$ cat src/design/htw_pkg.sv
`default_nettype none

package htw_pkg;

  localparam int SLOTS_DEF       = 64;
  localparam int TASKS_DEF       = 32;
  localparam int PERIOD_BITS_DEF = 16;

  localparam logic [1:0] OP_ARM    = 2'd0;
  localparam logic [1:0] OP_CANCEL = 2'd1;
  localparam logic [1:0] OP_TICK   = 2'd2;

  localparam logic [1:0] STAT_OK          = 2'd0;
  localparam logic [1:0] STAT_ZERO_PERIOD = 2'd1;
  localparam logic [1:0] STAT_ARMED       = 2'd2;
  localparam logic [1:0] STAT_NOT_ARMED   = 2'd3;

  typedef struct packed {
    logic [1:0]  operation;
    logic [4:0]  task_id;
    logic [15:0] period;
  } htw_in_t;

  typedef struct packed {
    logic [1:0] status;
    logic       fired;
    logic [4:0] fired_task;
    logic       last;
  } htw_out_t;

  typedef enum logic [2:0] {
    S_IDLE,
    S_DIV,
    S_PLACE,
    S_SCAN,
    S_FLUSH
  } htw_state_t;

endpackage

`default_nettype wire

$ cat src/design/hashed_timer_wheel_core.sv
// Channel   Ports                 Handshake
// --------  --------------------  -------------------------------------------
// command   cmd (htw_in_t)        taken at an edge with start high, busy low
// result    result (htw_out_t)    valid for one cycle while strobe is high
//
// Arm of a free id with a nonzero period: busy in S_DIV (quotient by SLOTS
// through a reciprocal multiply), then S_PLACE (the entry write); word in the next cycle.
// Arm rejects, cancel and unused codes: not busy; word in the cycle after.
// Tick: busy through S_SCAN, one entry RAM read per cycle, then S_FLUSH;
// fired words stream out during the scan, the final word once busy drops.
// Reset is synchronous; no clearing pass. Results cannot be held off.
`default_nettype none

module hashed_timer_wheel_core
  import htw_pkg::*;
#(
  parameter int SLOTS       = SLOTS_DEF,
  parameter int TASKS       = TASKS_DEF,
  parameter int PERIOD_BITS = PERIOD_BITS_DEF
) (
  input  wire logic     clk,
  input  wire logic     rst,
  input  wire logic     start,
  output logic          busy,
  input  wire htw_in_t  cmd,
  output logic          strobe,
  output htw_out_t      result
);

  localparam int PB  = PERIOD_BITS;
  localparam int SB  = $clog2(SLOTS);
  localparam longint unsigned MAX_PER = (64'd1 << PERIOD_BITS) - 64'd1;
  localparam int RB_RAW = $clog2(MAX_PER / SLOTS + 1);
  localparam int RB  = (RB_RAW < 1) ? 1 : RB_RAW;
  localparam int IB  = (TASKS > 1) ? $clog2(TASKS) : 1;
  localparam int CW  = $clog2(TASKS + 1);
  // floor(n / SLOTS) = (n * RECIP) >> QS for every n below 2**PB
  localparam int QS  = PB + SB;
  localparam longint unsigned RECIP =
      ((64'd1 << QS) + 64'(SLOTS) - 64'd1) / 64'(SLOTS);

  typedef struct packed {
    logic [SB-1:0] slot;
    logic [RB-1:0] rounds;
    logic [RB-1:0] rinit;   // period div SLOTS
    logic [SB-1:0] pmod;    // period mod SLOTS
  } entry_t;

  localparam int EW = $bits(entry_t);

  htw_state_t state, state_next;

  logic [SB-1:0]    pos;
  logic [TASKS-1:0] valid;
  logic [TASKS-1:0] live;

  logic [IB-1:0]  a_idx;
  logic [PB-1:0]  div_per;
  logic [RB-1:0]  div_q;

  logic [CW-1:0]  scan_cnt;
  logic           p_vld;
  logic [IB-1:0]  p_idx;
  logic           pend_vld;
  logic [IB-1:0]  pend_task;

  logic           strobe_next;
  htw_out_t       result_next;

  // command decode
  logic [PB-1:0] in_per;
  logic [IB-1:0] in_idx;
  logic          id_ok;
  logic          accept;
  logic          arm_go;
  logic          cancel_go;
  logic [1:0]    cmd_status;

  assign in_per    = PB'(cmd.period);
  assign in_idx    = IB'(cmd.task_id);
  assign id_ok     = 32'(cmd.task_id) < 32'(TASKS);
  assign accept    = start && !busy;
  assign arm_go    = (cmd.operation == OP_ARM) && (in_per != '0) && id_ok && !valid[in_idx];
  assign cancel_go = id_ok && valid[in_idx] && live[in_idx];

  always_comb begin
    cmd_status = STAT_OK;
    if (cmd.operation == OP_ARM) begin
      if (in_per == '0) begin
        cmd_status = STAT_ZERO_PERIOD;
      end else if (!id_ok) begin
        cmd_status = STAT_NOT_ARMED;
      end else if (valid[in_idx]) begin
        cmd_status = STAT_ARMED;
      end
    end else if (cmd.operation == OP_CANCEL) begin
      if (!cancel_go) begin
        cmd_status = STAT_NOT_ARMED;
      end
    end
  end

  // quotient by reciprocal multiply; remainder only needs the low SB bits
  logic [2*PB:0] div_prod;
  logic [RB-1:0] div_quot;
  logic [SB-1:0] place_rem;

  assign div_prod  = (2*PB+1)'(div_per) * (2*PB+1)'(RECIP);
  assign div_quot  = RB'(div_prod >> QS);
  assign place_rem = SB'(div_per) - SB'(SB'(div_q) * SB'(SLOTS));

  // shared slot adder: (pos + period mod SLOTS) mod SLOTS
  entry_t        rd;
  logic [EW-1:0] ram_rdata;
  logic [SB-1:0] add_b;
  logic [SB:0]   slot_sum;
  logic [SB-1:0] slot_new;

  assign rd       = ram_rdata;
  assign add_b    = (state == S_PLACE) ? place_rem : rd.pmod;
  assign slot_sum = {1'b0, pos} + {1'b0, add_b};
  assign slot_new = (slot_sum >= (SB+1)'(SLOTS)) ? SB'(slot_sum - (SB+1)'(SLOTS))
                                                  : SB'(slot_sum);

  // scan evaluation of the entry read last cycle
  logic hit;
  logic rzero;
  logic fire;

  assign hit   = p_vld && valid[p_idx] && (rd.slot == pos);
  assign rzero = (rd.rounds == '0);
  assign fire  = hit && rzero && live[p_idx];

  logic [IB-1:0] ram_raddr;
  logic          ram_we;
  logic [IB-1:0] ram_waddr;
  entry_t        ram_wdata;

  assign ram_raddr = scan_cnt[IB-1:0];

  htw_ram #(
    .WIDTH (EW),
    .DEPTH (TASKS)
  ) u_entries (
    .clk   (clk),
    .we    (ram_we),
    .waddr (ram_waddr),
    .wdata (ram_wdata),
    .raddr (ram_raddr),
    .rdata (ram_rdata)
  );

  // next state
  always_comb begin
    state_next = state;
    unique case (state)
      S_IDLE: begin
        if (accept) begin
          if (arm_go) begin
            state_next = S_DIV;
          end else if (cmd.operation == OP_TICK) begin
            state_next = S_SCAN;
          end
        end
      end
      S_DIV: state_next = S_PLACE;
      S_PLACE: state_next = S_IDLE;
      S_SCAN: begin
        if (scan_cnt == CW'(TASKS)) begin
          state_next = S_FLUSH;
        end
      end
      S_FLUSH: state_next = S_IDLE;
      default: state_next = S_IDLE;
    endcase
  end

  // control outputs
  always_comb begin
    busy        = (state != S_IDLE);
    ram_we      = 1'b0;
    ram_waddr   = p_idx;
    ram_wdata   = rd;
    strobe_next = 1'b0;
    result_next = '{status: STAT_OK, fired: 1'b0, fired_task: 5'd0, last: 1'b1};
    unique case (state)
      S_IDLE: begin
        if (accept) begin
          strobe_next        = !arm_go && (cmd.operation != OP_TICK);
          result_next.status = cmd_status;
        end
      end
      S_PLACE: begin
        ram_we      = 1'b1;
        ram_waddr   = a_idx;
        ram_wdata   = '{slot: slot_new, rounds: div_q, rinit: div_q, pmod: place_rem};
        strobe_next = 1'b1;
      end
      S_SCAN: begin
        // dead expired entries are only freed, never written
        ram_we = hit && !(rzero && !live[p_idx]);
        if (rzero) begin
          ram_wdata = '{slot: slot_new, rounds: rd.rinit, rinit: rd.rinit, pmod: rd.pmod};
        end else begin
          ram_wdata = '{slot: rd.slot, rounds: rd.rounds - RB'(1), rinit: rd.rinit,
                        pmod: rd.pmod};
        end
        // a fired word is held until the next one shows it was not last
        if (fire && pend_vld) begin
          strobe_next = 1'b1;
          result_next = '{status: STAT_OK, fired: 1'b1, fired_task: 5'(pend_task),
                          last: 1'b0};
        end
      end
      S_FLUSH: begin
        strobe_next = 1'b1;
        if (pend_vld) begin
          result_next = '{status: STAT_OK, fired: 1'b1, fired_task: 5'(pend_task),
                          last: 1'b1};
        end
      end
      default: ;
    endcase
  end

  always_ff @(posedge clk) begin
    if (rst) begin
      state    <= S_IDLE;
      pos      <= '0;
      valid    <= '0;
      live     <= '0;
      strobe   <= 1'b0;
      p_vld    <= 1'b0;
      pend_vld <= 1'b0;
    end else begin
      state  <= state_next;
      strobe <= strobe_next;
      result <= result_next;
      unique case (state)
        S_IDLE: begin
          if (accept) begin
            a_idx   <= in_idx;
            div_per <= in_per;
            if (cmd.operation == OP_CANCEL && cancel_go) begin
              live[in_idx] <= 1'b0;
            end
            if (cmd.operation == OP_TICK) begin
              scan_cnt <= '0;
              p_vld    <= 1'b0;
              pend_vld <= 1'b0;
            end
          end
        end
        S_DIV: begin
          div_q <= div_quot;
        end
        S_PLACE: begin
          valid[a_idx] <= 1'b1;
          live[a_idx]  <= 1'b1;
        end
        S_SCAN: begin
          if (scan_cnt != CW'(TASKS)) begin
            p_vld    <= 1'b1;
            p_idx    <= scan_cnt[IB-1:0];
            scan_cnt <= scan_cnt + CW'(1);
          end else begin
            p_vld <= 1'b0;
          end
          if (fire) begin
            pend_vld  <= 1'b1;
            pend_task <= p_idx;
          end else if (hit && rzero) begin
            valid[p_idx] <= 1'b0;
          end
        end
        S_FLUSH: begin
          pend_vld <= 1'b0;
          pos      <= (pos == SB'(SLOTS - 1)) ? '0 : pos + SB'(1);
        end
        default: ;
      endcase
    end
  end

endmodule

`default_nettype wire

$ cat src/design/htw_ram.sv
`default_nettype none

module htw_ram #(
  parameter int WIDTH = 8,
  parameter int DEPTH = 32,
  localparam int AW = (DEPTH > 1) ? $clog2(DEPTH) : 1
) (
  input  wire logic             clk,
  input  wire logic             we,
  input  wire logic [AW-1:0]    waddr,
  input  wire logic [WIDTH-1:0] wdata,
  input  wire logic [AW-1:0]    raddr,
  output logic      [WIDTH-1:0] rdata
);

  logic [WIDTH-1:0] mem [DEPTH];

  always_ff @(posedge clk) begin
    if (we) begin
      mem[waddr] <= wdata;
    end
    rdata <= mem[raddr];
  end

endmodule

`default_nettype wire

$ cat config.mk
export PLATFORM = sky130hd
export DESIGN_NAME = hashed_timer_wheel_core
export DESIGN_NICKNAME = d
export VERILOG_FILES = /design/src/design/htw_pkg.sv /design/src/design/hashed_timer_wheel_core.sv /design/src/design/htw_ram.sv
export SDC_FILE = /design/constraint.sdc
export NUM_CORES = 1
export LEC_CHECK = 0
export ABC_AREA = 1
export ABC_CLOCK_PERIOD_IN_PS = 11200
export BUFFER_PORTS_ARGS = -buffer_cell sky130_fd_sc_hd__buf_4
export CAP_MARGIN = 20
export CORE_MARGIN = 2
export CORE_UTILIZATION = 27
export DETAILED_ROUTE_END_ITERATION = 10
export MAX_ROUTING_LAYER = met4
export PLACE_DENSITY_LB_ADDON = 0.08
export SETUP_SLACK_MARGIN = 0.2
export SYNTH_ARGS = -nofsm -noshare
export SYNTH_HDL_FRONTEND = slang
export SYNTH_SLANG_ARGS = --single-unit
$ cat constraint.sdc
create_clock -name clk -period 11.2 [get_ports clk]
set_input_delay 2.24 -clock clk [delete_from_list [all_inputs] [get_ports clk]]
set_output_delay 2.24 -clock clk [all_outputs]
set_load 0.01 [all_outputs]
==> results.yml <==
run_status:
  status: "completed"
timing:
  period_share_pct: 45.92
  tightest_slew_ns: 1.088
  clock.fmax_mhz: 194.4
  finClkSkew_ns: 0.04796
  hold_viol_final: 0
  slew-limit-headroom_pct: 27.18
  tns_ns: 0
  rsz0062_at_grt: "false"
  fin_crit_ns: 5.143
  slew_violations: 0
  finalSetupViolations: 0
synthesis:
  ys_ff_latch: 1188
  seq_area_frac_synth_pct: 71.50
  yosysWarnings: 0
  syn_nets: 4184
  synth_cells: 4148
  avgSynthCellArea_um2: 11.66
  syn_area_um2: 48380
  synth.distinct_cells: 44
worst_setup_path:
  rr_startpoint: "p_idx[1]"
  startpoint: "p_idx[1]"
  path_depth: 13
  critical_path.max_stage_delay_ns: 0.90
  crit_slowest_cell: "nor2_4"
  crit_path_start_kind: "flip-flop"
  crit_path_end: "u_entries.mem[11][5]"
  rr_worst_depth: 13
  crit_type: "flip-flop to flip-flop"
  crit_required_ns: 11.59
  crit_buf_inv: 2
  crit_path_max_fanout: 23
  worstPathArrival_ns: 5.54
  worstSetupEndpointType: "flip-flop"
  r2r_slack_ns: 6.06
  r2r-end: "u_entries.mem[11][5]"
  path_delay_family: "simple AND/OR/NAND/NOR gates"
  crit_path_frequent_cell: "nand2_1"
  cp_cell_sequence: "inv_1 -> nor2_1 -> a21oi_1 -> nand2_1 -> nand2_1 -> nand2_1 -> nor2_1 -> nand2_1 -> nor2_1 -> o21ai_4 -> nand4_1 -> nor2_4 -> buf_4"
clocking:
  cts_sinks: 1188
  cts_root_buffer: "clkbuf_16"
  holdBufCountCts: 0
  cts_resized: 0
  clock_latency_ns: 0.79
  postCtsSetupRepairBufs: 0
  cts_inserted_buffers: 141
  clk_path_buf_depth: 3
  path_clk_slew_ns: 0.06
  h-tree-depth: 4
  tritoncts: "yes"
placement:
  placed_area_um2: 51880
  gp_congestion: 0.8874
  port_buffers: 36
  dp_hpwl_mm: 100.6
floorplanning:
  core_area_um2: 178200
  die_w_um: 427.3
  die_h_um: 427.3
  die_area_um2: 182600
  start_util_pct: 27.15
  io_pins: 37
  fp-row-count: 155
layout:
  final_cell_mix: "1080 x edfxtp_1, 693 x o21ai_0, 613 x nor2_1"
  nets: 4200
  area_growth_syn_to_layout_pct: 16.12
  utilization_pct: 31.52
  drive_gt1_share_pct: 9.078
  final_common_cell: "edfxtp_1"
  finalInstanceArea_um2: 56180
power:
  switchingPower_mw: 2.967
  switching_share_pct: 27.30
  power.density_nw_per_um2: 193.5
  p_leak_nw: 18.09
  total_power_mw: 10.87
  p_seq_share_pct: 48.2
  irDropWorstVdd_mv: 0.1348
  pwr-share-clk_pct: 39.8
  p_int_mw: 7.902
  pwr-share-comb_pct: 12.0
route:
  vias: 33045
  wl_per_cell_um: 26.24
  vias_per_cell: 4.983
  wl_mm: 174.0
  postRouteAntennaNets: 0
  drc: 0
  first_pass_iters: 5
  drt_iter0_markers: 2714
global_routing:
  grt_remaining_overflow: 0
  grt_usage_pct: 19.48
  antenna_found_initial: 3
  grt_max_degree: 168
  first_global_vias: 32654
  grt_pass1_wl_mm: 249.7
job:
  cap_violations: 0
hold_path:
  hp-class: "flip-flop to flip-flop"
-- area by class of cell --
cell class	instances	area (um2)
clock buffers	200	3845
flip-flops and latches	1188	34590
fillers	17968	122100
well taps	2355	2947
clock inverters	53	410.4
inverters	113	441.7
diodes	2	5.005
multi-input cells	2588	12760
repair buffers	132	1176
-- layer usage --
metal  vias to the layer above  GRT usage [%]  share of wire [%]
met4                         0          4.572                2.1
met5                         -              -                  0
met3                       222          2.328                3.5
met1                     16927          26.27                 47
li1                      15165              -                  -
met2                       731          31.30                 48
-- synthesized netlist by cell type (all sizes together) --
master      n  share of area [%]
o22ai     260                3.4
nand2     556                4.3
a2111oi     1              0.018
buf        51               0.56
nor3       44               0.46
clkbuf    208                1.6
a41oi       1              0.018
a21boi      1              0.016
nand3     110                1.2
inv       112               0.87
edfxtp   1080                 67
dfxtp     108                4.5
o311ai      1              0.018
a211oi     31               0.48
or2         1              0.013
o2111ai     6               0.11
nor3b       2              0.041
o211ai      2              0.031
fa          1              0.041
nor2      659                5.2
clkinv      1             0.0078
xor2        8               0.14
a21oi     110                1.1
o21ai     712                7.4
nand4      18               0.26
xnor2       5              0.091
a221oi     31               0.56
a22oi      16               0.25
ha          9               0.23
o221ai      3              0.054
-- through the flow --
step | setup slack (ns) | std cells | hold slack, ns
final | 6.057 | 6631 | 0.4257
after global routing | 5.787 | 6629 | 0.4370
after floorplan | 7.253 | 4148 | 0.4003
after CTS | 6.036 | 6627 | 0.4322
after global placement | 6.016 | 6369 | 0.4070
after detailed placement | 6.068 | 6374 | 0.4074
-- power by group through the flow --
| stage | combinational [mW] | sequential [mW] | clock [mW] |
|---|---|---|---|
| floorplan | 0.656 | 5.32 | 0 |
| global placement | 1.34 | 5.33 | 0 |
| detailed placement | 1.33 | 5.33 | 0 |
| CTS | 1.34 | 5.24 | 4.44 |
| global route | 1.43 | 5.24 | 4.61 |
| finish | 1.30 | 5.24 | 4.33 |
-- worst min path at each step --
| stage | start | endpoint | slack, ns | depth (start not counted) |
|---|---|---|---|---|
| after floorplan | div_per[6] | div_q[0] | 0.40 | 0 |
| after global placement | div_per[9] | div_q[3] | 0.41 | 0 |
| after detailed placement | div_per[9] | div_q[3] | 0.41 | 0 |
| after CTS | div_per[12] | div_q[6] | 0.43 | 0 |
| after global routing | div_per[6] | div_q[0] | 0.44 | 0 |
| final | div_per[8] | div_q[2] | 0.43 | 0 |
-- state kept, by name (all words and copies together), names as in the netlist, 9 cells and up --
| name | count |
|---|---|
| div_per | 16 |
| valid | 32 |
| div_q | 10 |
| u_entries.rdata | 32 |
| live | 32 |
| result | 9 |
| u_entries.mem | 1024 |
-- logic make-up (layout without fill, tap and decap cells) --
group / after synthesis / in the layout / synth area share, %
AND/OR/NAND/NOR: 1390 / 1390 / 11.50
flip-flops: 1188 / 1188 / 71.50
AO/OA/AOI/OAI: 1175 / 1175 / 13.44
buffers and inverters: 372 / 498 / 3.049
XOR/XNOR: 13 / 13 / 0.2353
adder cells (fa/ha/maj): 10 / 10 / 0.2741
other: 0 / 2 / 0
(Power assumes the default switching activity.)
